### src/rtl/scd_pkg.sv
package scd_pkg;

  localparam int unsigned PktBytes = 64;
  localparam int unsigned PosW     = $clog2(PktBytes + 1);
  localparam int unsigned IdxW     = 9;
  localparam int unsigned CfgIdxW  = 2;
  localparam int unsigned QDepth   = 4;
  localparam int unsigned QPtrW    = $clog2(QDepth);
  localparam int unsigned QCntW    = $clog2(QDepth + 1);

  localparam logic [CfgIdxW-1:0] CFG_SYNC_FIRST  = 2'd0;
  localparam logic [CfgIdxW-1:0] CFG_SYNC_SECOND = 2'd1;
  localparam logic [CfgIdxW-1:0] CFG_CMD_LIMIT   = 2'd2;

  localparam logic [7:0] SYNC_FIRST_RST  = 8'hA5;
  localparam logic [7:0] SYNC_SECOND_RST = 8'h5A;
  localparam logic [7:0] CMD_LIMIT_RST   = 8'h0F;

  localparam logic [3:0] FT_SINGLE = 4'd0;
  localparam logic [3:0] FT_FIRST  = 4'd1;
  localparam logic [3:0] FT_CONSEC = 4'd2;

  localparam logic [IdxW-1:0] IDX_MAX = '1;

  typedef enum logic [2:0] {
    ST_SINGLE   = 3'd0,
    ST_FIRST    = 3'd1,
    ST_CONSEC   = 3'd2,
    ST_SEQ_MISS = 3'd3,
    ST_UNKNOWN  = 3'd4,
    ST_BAD_SYNC = 3'd5
  } status_e;

  typedef struct packed {
    logic [7:0] sync_first;
    logic [7:0] sync_second;
    logic [7:0] command_limit;
  } cfg_t;

  typedef struct packed {
    logic            kind;
    logic [IdxW-1:0] byte_index;
    logic [7:0]      byte_value;
    logic [2:0]      status;
    logic            message_done;
    logic [7:0]      command;
    logic            command_ok;
    logic [IdxW-1:0] message_length;
    logic            last;
  } res_t;

endpackage

### src/rtl/scd_in_if.sv
interface scd_in_if;
  logic       valid;
  logic       ready;
  logic [7:0] data_byte;
  logic       packet_last;

  modport source (output valid, output data_byte, output packet_last, input ready);
  modport sink (input valid, input data_byte, input packet_last, output ready);
endinterface

### src/rtl/scd_out_if.sv
interface scd_out_if;
  logic       valid;
  logic       ready;
  logic       kind;
  logic [8:0] byte_index;
  logic [7:0] byte_value;
  logic [2:0] status;
  logic       message_done;
  logic [7:0] command;
  logic       command_ok;
  logic [8:0] message_length;
  logic       last;

  modport source (
    output valid, output kind, output byte_index, output byte_value, output status,
    output message_done, output command, output command_ok, output message_length,
    output last, input ready
  );
  modport sink (
    input valid, input kind, input byte_index, input byte_value, input status,
    input message_done, input command, input command_ok, input message_length,
    input last, output ready
  );
endinterface

### src/rtl/scd_core.sv
module scd_core (
  input  logic          clk_i,
  input  logic          rst_ni,
  input  logic          fire_i,
  input  logic [7:0]    data_byte_i,
  input  logic          packet_last_i,
  input  scd_pkg::cfg_t cfg_i,
  output scd_pkg::res_t res0_o,
  output scd_pkg::res_t res1_o,
  output logic [1:0]    push_cnt_o
);
  import scd_pkg::*;

  logic [PosW-1:0] pos_q, pos_d;
  logic [3:0]      ftype_q, ftype_d;
  logic [3:0]      nib_q, nib_d;
  logic            sync_q, sync_d;
  logic [3:0]      seq_q, seq_d;
  logic [IdxW-1:0] dlen_q, dlen_d;
  logic [IdxW-1:0] widx_q, widx_d;
  logic [7:0]      fmb_q, fmb_d;
  logic            adv_q, adv_d;
  logic            hit_q, hit_d;

  logic            store;
  logic [IdxW-1:0] len_sum;
  status_e         st;
  res_t            pay, rep;

  assign len_sum = IdxW'({nib_q, 4'd0}) + IdxW'(data_byte_i);

  always_comb begin
    pos_d   = pos_q;
    ftype_d = ftype_q;
    nib_d   = nib_q;
    sync_d  = sync_q;
    seq_d   = seq_q;
    dlen_d  = dlen_q;
    widx_d  = widx_q;
    fmb_d   = fmb_q;
    adv_d   = adv_q;
    hit_d   = hit_q;
    store   = 1'b0;
    st      = ST_BAD_SYNC;

    if (pos_q == PosW'(0)) begin
      sync_d = (data_byte_i == cfg_i.sync_first);
    end else if (pos_q == PosW'(1)) begin
      sync_d = sync_q && (data_byte_i == cfg_i.sync_second);
    end else if (pos_q == PosW'(2)) begin
      ftype_d = data_byte_i[7:4];
      nib_d   = data_byte_i[3:0];
    end else if (pos_q < PosW'(PktBytes) && sync_q) begin
      if (pos_q == PosW'(3)) begin
        if (ftype_q == FT_SINGLE || ftype_q == FT_FIRST) begin
          dlen_d = len_sum;
          widx_d = '0;
          adv_d  = 1'b1;
          if (ftype_q == FT_FIRST) begin
            seq_d = 4'd1;
          end
        end else if (ftype_q == FT_CONSEC) begin
          if (nib_q == seq_q) begin
            hit_d = 1'b1;
            seq_d = seq_q + 4'd1;
            store = widx_q < dlen_q;
          end
        end
      end else begin
        if (ftype_q == FT_SINGLE) begin
          store = widx_q < dlen_q;
        end else if (ftype_q == FT_FIRST) begin
          store = widx_q < IDX_MAX;
        end else if (ftype_q == FT_CONSEC) begin
          store = hit_q && (widx_q < dlen_q);
        end
      end
      if (store) begin
        if (widx_q == '0) begin
          fmb_d = data_byte_i;
        end
        widx_d = widx_q + IdxW'(1);
        adv_d  = 1'b1;
      end
    end

    if (pos_q < PosW'(PktBytes)) begin
      pos_d = pos_q + PosW'(1);
    end

    if (pos_q < PosW'(3) || !sync_d) begin
      st = ST_BAD_SYNC;
    end else if (ftype_d == FT_SINGLE) begin
      st = ST_SINGLE;
    end else if (ftype_d == FT_FIRST) begin
      st = ST_FIRST;
    end else if (ftype_d == FT_CONSEC) begin
      st = hit_d ? ST_CONSEC : ST_SEQ_MISS;
    end else begin
      st = ST_UNKNOWN;
    end

    rep                = '0;
    rep.kind           = 1'b1;
    rep.status         = st;
    rep.message_done   = (st == ST_SINGLE || st == ST_FIRST || st == ST_CONSEC)
                         && adv_d && (widx_d == dlen_d);
    rep.command        = fmb_d;
    rep.command_ok     = fmb_d < cfg_i.command_limit;
    rep.message_length = dlen_d;
    rep.last           = 1'b1;

    pay            = '0;
    pay.byte_index = widx_q;
    pay.byte_value = data_byte_i;
    pay.last       = !packet_last_i;

    if (packet_last_i) begin
      pos_d  = '0;
      sync_d = 1'b0;
      adv_d  = 1'b0;
      hit_d  = 1'b0;
    end
  end

  assign res0_o     = store ? pay : rep;
  assign res1_o     = rep;
  assign push_cnt_o = fire_i ? ({1'b0, store} + {1'b0, packet_last_i}) : 2'd0;

  always_ff @(posedge clk_i or negedge rst_ni) begin
    if (!rst_ni) begin
      pos_q   <= '0;
      ftype_q <= '0;
      nib_q   <= '0;
      sync_q  <= 1'b0;
      seq_q   <= '0;
      dlen_q  <= '0;
      widx_q  <= '0;
      fmb_q   <= '0;
      adv_q   <= 1'b0;
      hit_q   <= 1'b0;
    end else if (fire_i) begin
      pos_q   <= pos_d;
      ftype_q <= ftype_d;
      nib_q   <= nib_d;
      sync_q  <= sync_d;
      seq_q   <= seq_d;
      dlen_q  <= dlen_d;
      widx_q  <= widx_d;
      fmb_q   <= fmb_d;
      adv_q   <= adv_d;
      hit_q   <= hit_d;
    end
  end

endmodule

### src/rtl/scd_outq.sv
module scd_outq (
  input  logic          clk_i,
  input  logic          rst_ni,
  input  logic [1:0]    push_cnt_i,
  input  scd_pkg::res_t res0_i,
  input  scd_pkg::res_t res1_i,
  output logic          space_o,
  output logic          valid_o,
  input  logic          ready_i,
  output scd_pkg::res_t head_o
);
  import scd_pkg::*;

  res_t             mem_q [QDepth];
  logic [QPtrW-1:0] wr_q, wr_d;
  logic [QPtrW-1:0] rd_q, rd_d;
  logic [QCntW-1:0] cnt_q, cnt_d;
  logic             pop;
  logic [QPtrW-1:0] wr_nxt;

  assign valid_o = cnt_q != '0;
  assign pop     = valid_o && ready_i;
  assign space_o = cnt_q <= QCntW'(QDepth - 2);
  assign head_o  = mem_q[rd_q];
  assign wr_nxt  = wr_q + QPtrW'(1);

  always_comb begin
    wr_d  = wr_q + QPtrW'(push_cnt_i);
    rd_d  = pop ? rd_q + QPtrW'(1) : rd_q;
    cnt_d = cnt_q + QCntW'(push_cnt_i) - QCntW'(pop);
  end

  always_ff @(posedge clk_i) begin
    if (push_cnt_i != 2'd0) begin
      mem_q[wr_q] <= res0_i;
    end
    if (push_cnt_i == 2'd2) begin
      mem_q[wr_nxt] <= res1_i;
    end
  end

  always_ff @(posedge clk_i or negedge rst_ni) begin
    if (!rst_ni) begin
      wr_q  <= '0;
      rd_q  <= '0;
      cnt_q <= '0;
    end else begin
      wr_q  <= wr_d;
      rd_q  <= rd_d;
      cnt_q <= cnt_d;
    end
  end

endmodule

### src/rtl/segmented_command_deframer_unit.sv
// A result beat is written into the result queue and offered once it reaches the queue head.
// Throughput: one input beat per cycle while results drain; a packet-end beat that
// also stores a payload byte yields two result beats, taken on the output in turn.
// A four-entry result queue separates the sides; input ready holds while two slots are free.
// Reset (rst_ni, async, active low): packet and message state cleared, queue emptied,
// sync_first 0xA5, sync_second 0x5A, command_limit 15.
module segmented_command_deframer_unit (
  input  logic                         clk_i,
  input  logic                         rst_ni,
  scd_in_if.sink                       in_i,
  scd_out_if.source                    out_o,
  input  logic                         cfg_we_i,
  input  logic [scd_pkg::CfgIdxW-1:0]  cfg_idx_i,
  input  logic [7:0]                   cfg_data_i
);
  import scd_pkg::*;

  cfg_t       cfg_q;
  res_t       res0, res1, head;
  logic [1:0] push_cnt;
  logic       space;
  logic       fire;

  assign in_i.ready = space;
  assign fire       = in_i.valid && space;

  always_ff @(posedge clk_i or negedge rst_ni) begin
    if (!rst_ni) begin
      cfg_q.sync_first    <= SYNC_FIRST_RST;
      cfg_q.sync_second   <= SYNC_SECOND_RST;
      cfg_q.command_limit <= CMD_LIMIT_RST;
    end else if (cfg_we_i) begin
      unique case (cfg_idx_i)
        CFG_SYNC_FIRST:  cfg_q.sync_first    <= cfg_data_i;
        CFG_SYNC_SECOND: cfg_q.sync_second   <= cfg_data_i;
        CFG_CMD_LIMIT:   cfg_q.command_limit <= cfg_data_i;
        default: begin
        end
      endcase
    end
  end

  scd_core u_core (
    .clk_i         (clk_i),
    .rst_ni        (rst_ni),
    .fire_i        (fire),
    .data_byte_i   (in_i.data_byte),
    .packet_last_i (in_i.packet_last),
    .cfg_i         (cfg_q),
    .res0_o        (res0),
    .res1_o        (res1),
    .push_cnt_o    (push_cnt)
  );

  scd_outq u_outq (
    .clk_i      (clk_i),
    .rst_ni     (rst_ni),
    .push_cnt_i (push_cnt),
    .res0_i     (res0),
    .res1_i     (res1),
    .space_o    (space),
    .valid_o    (out_o.valid),
    .ready_i    (out_o.ready),
    .head_o     (head)
  );

  assign out_o.kind           = head.kind;
  assign out_o.byte_index     = head.byte_index;
  assign out_o.byte_value     = head.byte_value;
  assign out_o.status         = head.status;
  assign out_o.message_done   = head.message_done;
  assign out_o.command        = head.command;
  assign out_o.command_ok     = head.command_ok;
  assign out_o.message_length = head.message_length;
  assign out_o.last           = head.last;

endmodule
### src/flat_wrapper.sv
// flat-port wrapper written by rule: the top's interface ports become plain ports
module segmented_command_deframer_unit_flat import scd_pkg::*;
  (clk_i, rst_ni, cfg_we_i, cfg_idx_i, cfg_data_i, in_i_valid, in_i_data_byte, in_i_packet_last, in_i_ready, out_o_valid, out_o_kind, out_o_byte_index, out_o_byte_value, out_o_status, out_o_message_done, out_o_command, out_o_command_ok, out_o_message_length, out_o_last, out_o_ready);
  scd_in_if in_i_i ();
  scd_out_if out_o_i ();
  input  logic clk_i;
  input  logic rst_ni;
  input  logic cfg_we_i;
  input  logic [scd_pkg::CfgIdxW-1:0] cfg_idx_i;
  input  logic [7:0] cfg_data_i;
  input wire logic [$bits(in_i_i.valid)-1:0] in_i_valid;
  input wire logic [$bits(in_i_i.data_byte)-1:0] in_i_data_byte;
  input wire logic [$bits(in_i_i.packet_last)-1:0] in_i_packet_last;
  output wire logic [$bits(in_i_i.ready)-1:0] in_i_ready;
  output wire logic [$bits(out_o_i.valid)-1:0] out_o_valid;
  output wire logic [$bits(out_o_i.kind)-1:0] out_o_kind;
  output wire logic [$bits(out_o_i.byte_index)-1:0] out_o_byte_index;
  output wire logic [$bits(out_o_i.byte_value)-1:0] out_o_byte_value;
  output wire logic [$bits(out_o_i.status)-1:0] out_o_status;
  output wire logic [$bits(out_o_i.message_done)-1:0] out_o_message_done;
  output wire logic [$bits(out_o_i.command)-1:0] out_o_command;
  output wire logic [$bits(out_o_i.command_ok)-1:0] out_o_command_ok;
  output wire logic [$bits(out_o_i.message_length)-1:0] out_o_message_length;
  output wire logic [$bits(out_o_i.last)-1:0] out_o_last;
  input wire logic [$bits(out_o_i.ready)-1:0] out_o_ready;
  assign in_i_i.valid = in_i_valid;
  assign in_i_i.data_byte = in_i_data_byte;
  assign in_i_i.packet_last = in_i_packet_last;
  assign in_i_ready = in_i_i.ready;
  assign out_o_valid = out_o_i.valid;
  assign out_o_kind = out_o_i.kind;
  assign out_o_byte_index = out_o_i.byte_index;
  assign out_o_byte_value = out_o_i.byte_value;
  assign out_o_status = out_o_i.status;
  assign out_o_message_done = out_o_i.message_done;
  assign out_o_command = out_o_i.command;
  assign out_o_command_ok = out_o_i.command_ok;
  assign out_o_message_length = out_o_i.message_length;
  assign out_o_last = out_o_i.last;
  assign out_o_i.ready = out_o_ready;
  segmented_command_deframer_unit u_core (.clk_i(clk_i), .rst_ni(rst_ni), .in_i(in_i_i), .out_o(out_o_i), .cfg_we_i(cfg_we_i), .cfg_idx_i(cfg_idx_i), .cfg_data_i(cfg_data_i));
endmodule
### config.mk
export PLATFORM = sky130hd
export DESIGN_NAME = segmented_command_deframer_unit_flat
export DESIGN_NICKNAME = d
export VERILOG_FILES = /design/src/rtl/scd_pkg.sv /design/src/rtl/scd_in_if.sv /design/src/rtl/scd_out_if.sv /design/src/rtl/scd_core.sv /design/src/rtl/scd_outq.sv /design/src/rtl/segmented_command_deframer_unit.sv /design/src/flat_wrapper.sv
export SDC_FILE = /design/constraint.sdc
export NUM_CORES = 1
export LEC_CHECK = 0
export CAP_MARGIN = 30
export CORE_UTILIZATION = 65
export CTS_BUF_LIST = sky130_fd_sc_hd__clkbuf_8
export DETAILED_ROUTE_END_ITERATION = 6
export DONT_BUFFER_PORTS = 1
export PLACE_DENSITY = 0.79
export SYNTH_ARGS = -nofsm -noshare
export SYNTH_HDL_FRONTEND = slang
export SYNTH_SLANG_ARGS = --single-unit
### constraint.sdc
create_clock -name clk_i -period 4.95 [get_ports clk_i]
set_clock_uncertainty 0.05 [all_clocks]
set_input_delay 0.99 -clock clk_i [delete_from_list [all_inputs] [get_ports clk_i]]
set_output_delay 0.99 -clock clk_i [all_outputs]
set_load 0.1 [all_outputs]
After elaboration in Yosys (flattened, before gate mapping)
Memory sizes are Yosys's and may differ from the RTL's.
Index checks and enable logic that the tools add are counted.
{"block": "op_classes", "n_addsub": 10, "n_lt_le_gt_ge": 6, "n_eq_ne": 17, "muxes": 74, "bitwise": 3, "reduce_logical": 30}
{"op": "9-bit two-way mux", "n": 13}
{"op": "8-bit two-way mux", "n": 6}
{"op": "41-bit two-way mux", "n": 1}
{"op": "1-bit two-way mux", "n": 40}
{"op": "4-bit two-way mux", "n": 7}
{"op": "8-bit == test", "n": 2}
{"op": "7-bit by 2-bit == test with 1-bit output (second input constant)", "n": 2}
{"op": "7-bit two-way mux", "n": 2}
{"op": "3-bit two-way mux", "n": 4}
{"op": "8-bit by 8-bit adder with 9-bit output", "n": 1}
{"op": "9-bit by 1-bit adder with 9-bit output (second input constant)", "n": 1}
{"op": "9-bit == test", "n": 1}
{"op": "9-bit logical NOT", "n": 1}
{"op": "9-bit less-than comparator", "n": 1}
{"op": "9-bit less-than comparator (second input constant)", "n": 1}
{"op": "9-bit AND reduction", "n": 1}
{"op": "4-bit by 1-bit == test with 1-bit output (second input constant)", "n": 2}
{"op": "4-bit by 2-bit == test with 1-bit output (second input constant)", "n": 2}
{"op": "4-bit logical NOT", "n": 2}
{"op": "8-bit less-than comparator", "n": 1}
{"op": "2-bit AND reduction", "n": 4}
{"op": "2-bit nonzero test", "n": 4}
{"op": "7-bit by 1-bit adder with 7-bit output (second input constant)", "n": 1}
{"op": "7-bit by 1-bit == test with 1-bit output (second input constant)", "n": 1}
{"op": "other kinds (25)", "n": 39}
{"block": "totals", "reg_bits": 79, "ramBits": 164, "inputBits": 24, "output_inout_bits": 43, "mem_count": 1}
{"name": "u_core.u_outq.mem_q", "depth": 4, "word_bits": 41, "rd": 1, "rd_clocked_by_memory_dff": 0, "write_ports": 2, "line": "scd_outq.sv:14", "rtl": "res_t mem_q [QDepth];"}

Depth between registers and ports, before layout
{"block": "depth", "depth_word": 20, "depth_mapped": 18, "ltp_nobuf": 16}

Hierarchy
A second synthesis with hierarchy kept.
{"block": "hier_totals", "cells_unflattened": 1004, "area_unflattened_um2": 13633.1}
{"module": "scd_outq", "instances": 1, "cells_per_inst": 443, "area_each_um2": 8405.6}
{"module": "scd_core", "instances": 1, "cells_per_inst": 509, "area_each_um2": 4294.1}
{"module": "segmented_command_deframer_unit", "instances": 1, "cells_per_inst": 52, "area_each_um2": 933.4}

Least setup slack after synthesis
Ideal clock, no wire load.
{"block": "synth_path", "path_type": "register -> register", "startpoint": "reg u_core.u_core.pos_q[2]", "endpoint": "mem u_core.u_outq.mem_q[1][6] in the netlist's numbering, data pin", "setup_time_ns": 0.273, "arrival_ns": 3.890, "required_ns": 4.627, "path_slack_ns": 0.737, "path_stages_with_launch": 19, "path_buffers": 6, "cell_sequence": "dfrtp_1 > buf_2 > or4_1 > buf_2 > a32oi_4 > nor2_2 > a31oi_4 > inv_2 > buf_6 > ha_1 > clkbuf_1 > nand2b_1 > a21oi_1 > nand2b_1 > clkbuf_1 > inv_1 > nand2_1 > clkbuf_1 > nor2_1"}
{"item": "start, declared", "line": "scd_core.sv:14", "rtl": "logic [PosW-1:0] pos_q, pos_d;"}
{"item": "start signal, assigned", "line": "scd_core.sv:143", "rtl": "pos_q <= pos_d;"}
{"item": "end, declared", "line": "scd_outq.sv:14"}

==> results.cfg <==
[outcome]
status = completed

[cts]
root_buffer = clkbuf_8
htreeDepth = 2
ctsLongestPathBuffers = 3
clkSlewWorstSetupHoldPaths_ps = 60
numCtsBuffers = 39
ctsResizeCount = 0
hold_buffers = 0
insertion_delay_ps = 540
cts_tree = built
post_cts_buffers = 0
cts.sinks = 243

[logic_synthesis]
syn_area_um2 = 11800
synth_compound_area_share_pct = 13.1
synthArstFlopShare_pct = 32.5
postSynthNetCount = 1080
synth_seq_cells = 243
syn_inst = 1023
synth_edf_count = 88
synth_area_per_cell_um2 = 11.5
synth_fa_ha_area_share_pct = 3.63
synth_top_family_by_area = compound AO/OA/AOI/OAI gates
synthDistinctLibCells = 75
synth-seq-area-share_pct = 52.3
synth_flop_cell = edfxtp_1
ys.warnings.count = 0
synthMuxAreaShare_pct = 12.7
synth_xor_area_share_pct = 2.53
synthSimpleGateAreaFrac_pct = 12.0

[floorplanning]
die_w_um = 137
rows = 48
initial_core_util_pct = 67.4
die_height_um = 137
die_area_um2 = 18700
io_pins = 67
core_um2 = 17500

[global_route]
grt_first_pass_wirelength_mm = 44.2
grt_pass1_vias = 8244
gr-usage-all-layers_pct = 31.2
overflow = 0
grt_max_degree = 80
antenna_found_initial = 0

[min_path]
hold_path.class = input pin to async pin

[detailed_routing]
drt_iter0_markers = 804
firstDrtPassIters = 5
drc = 0
via_per_inst = 6.45
routed_wl_mm = 27.9
routedWlPerCell_um = 21.7
antenna_left = 0
vias = 8271

[power]
p_per_area_nw_per_um2 = 492
vdd_drop_max_mv = 0.374
p_leak_nw = 5.10

[setup_path]
worst-path-max-fanout = 9
cp-end-kind = register
start_kind = register
worstPathArrival_ps = 4730
cp.required_ps = 5290
r2r-start = u_core.u_core.pos_q[0]
crit_type = register to register
crit_start = u_core.u_core.pos_q[0]

[sta]
tns_ps = 0
slew_headroom_pct = 34.1
fin_crit_sh_pct = 88.8
setup_viol = 0
worst_pin_slew_ps = 988
worst_slack_ps = 555
finalHoldViolations = 0
holdWs_ps = 101
rsz0062_at_grt = false
clock.fmax_mhz = 228
finalCriticalPeriod_ps = 4400
slew_viol_final = 0

[placed_design]
placed_cell_area_um2 = 12000
io_buffers = 0
dp.cells = 1210
gp_routability_congestion = 0.983
pre_cts_ws_ps = 576
dp_hpwl_mm = 18.6

[finish]
antenna_cells = 0
areaGrowthSynthToFinish_pct = 8.79
fin_nets = 1084
drive_gt1_share_pct = 18.5
final_area_um2 = 12800
fill_cells = 1180
fin_cells = 1283

[run]
maxCapViolCount = 0
final timing paths:
kind | to | slack (ps) | cells after the start
max | u_core.u_outq.mem_q[2][10] | 550 | 15
min | u_core.u_outq.cnt_q[0] | 100 | 0
max reg2reg | u_core.u_outq.mem_q[2][10] | 550 | 15
min reg2reg | u_core.u_outq.mem_q[3][40] | 400 | 2
max in group asynchronous | u_core.cfg_q[2] | 4490 | 0
min in group clk_i | u_core.u_outq.mem_q[3][40] | 400 | 2
registers in the layout, summed over array words and instances (netlist names), 3 cells and up:
signal,count
u_core.cfg_q,24
u_core.u_core.seq_q,4
u_core.u_core.pos_q,7
u_core.u_core.widx_q,9
u_core.u_core.dlen_q,9
u_core.u_core.nib_q,4
u_core.u_core.ftype_q,4
u_core.u_outq.mem_q,164
u_core.u_outq.cnt_q,3
u_core.u_core.fmb_q,8
synthesized netlist by cell type, types with 3 or more instances:
cell type / count / area share (%)
o211ai_1: 6 / 0.38
o22ai_1: 4 / 0.21
or2_2: 3 / 0.16
nand3b_1: 5 / 0.32
or3_1: 4 / 0.21
xor2_1: 12 / 0.89
nor4_1: 10 / 0.53
nand3_1: 20 / 0.85
nand2_1: 74 / 2.4
nor2b_1: 7 / 0.37
nor2_1: 112 / 3.6
o21a_1: 3 / 0.19
inv_1: 42 / 1.3
edfxtp_1: 88 / 22
and2_1: 6 / 0.32
clkbuf_1: 54 / 1.7
and3_1: 4 / 0.21
o21ai_0: 46 / 2.0
o31ai_1: 4 / 0.26
xnor2_1: 22 / 1.6
a31oi_1: 6 / 0.32
nand2b_1: 10 / 0.53
mux2i_1: 17 / 1.4
mux2_2: 34 / 3.3
ha_1: 31 / 3.3
a21oi_1: 35 / 1.5
and4_1: 5 / 0.37
a22o_1: 71 / 5.3
mux4_2: 41 / 7.8
nand4_1: 7 / 0.37
a21o_1: 7 / 0.45
nor3_1: 16 / 0.68
dfstp_2: 12 / 2.7
dfrtp_1: 67 / 14
buf_1: 7 / 0.22
a311oi_1: 3 / 0.22
buf_2: 7 / 0.30
dfxtp_1: 76 / 13
placed cells by master, fill, tap and decap left out, types with 20 or more instances in the layout:
cell type  instances
nor2_1           112
edfxtp_1          88
dfxtp_1           76
nand2_1           74
a22o_1            71
dfrtp_1           65
inv_1             54
clkbuf_8          48
o21ai_0           46
mux4_2            41
a21oi_1           34
mux2_2            34
ha_1              31
buf_4             31
xnor2_1           22
nand3_1           20
per-stage QoR:
step,power (mW),utilization [%]
after floorplan,4.33,-
after global placement,4.61,68.8
after detailed placement,4.65,68.8
after CTS,6.30,73.2
after global routing,6.56,73.3
final,6.31,73.3
power by group:
part	total, mW	internal [mW]	switching, mW
Sequential	2.48	2.27	0.219
Combinational	2.15	0.600	1.56
Clock	1.67	0.882	0.786
Total	6.31	3.75	2.56
layout make-up:
type	instances	area, um^2	share of cell area (%)
inverters	43	161	1.26
clock buffers	48	661	5.16
multi-input cells	668	5190	40.5
well taps	225	282	2.20
flip-flops and latches	243	6160	48.1
repair buffers	32	253	1.97
clock inverters	24	109	0.850
kinds of logic (layout without fill, tap and decap cells):
logic type	Yosys count	count (layout)
compound gates	211	211
xor+xnor	34	34
fa+ha+maj	33	33
buf+inv	112	147
flops	243	243
mux	93	93
simple gates	297	297
critical path: stages, from the launching register on:
cell	delay [ps]
dfrtp_1	430
inv_1	110
ha_1	280
nor4b_4	380
a32oi_4	160
a311oi_1	400
a31oi_4	130
nor2_2	490
mux2i_1	510
inv_1	110
ha_1	330
a21o_1	180
a21oi_1	120
o21ai_0	70
or3_1	380
nor2_1	140
layer usage:
layer	vias to the layer above	GRT usage, %	wire length, um
li1	3790	-	-
met1	4050	42.7	11800
met2	371	49.9	13200
met3	60	6.04	2130
met4	0	10.6	756
met5	-	0	0
No activity file was read; power rests on OpenSTA's default activity.
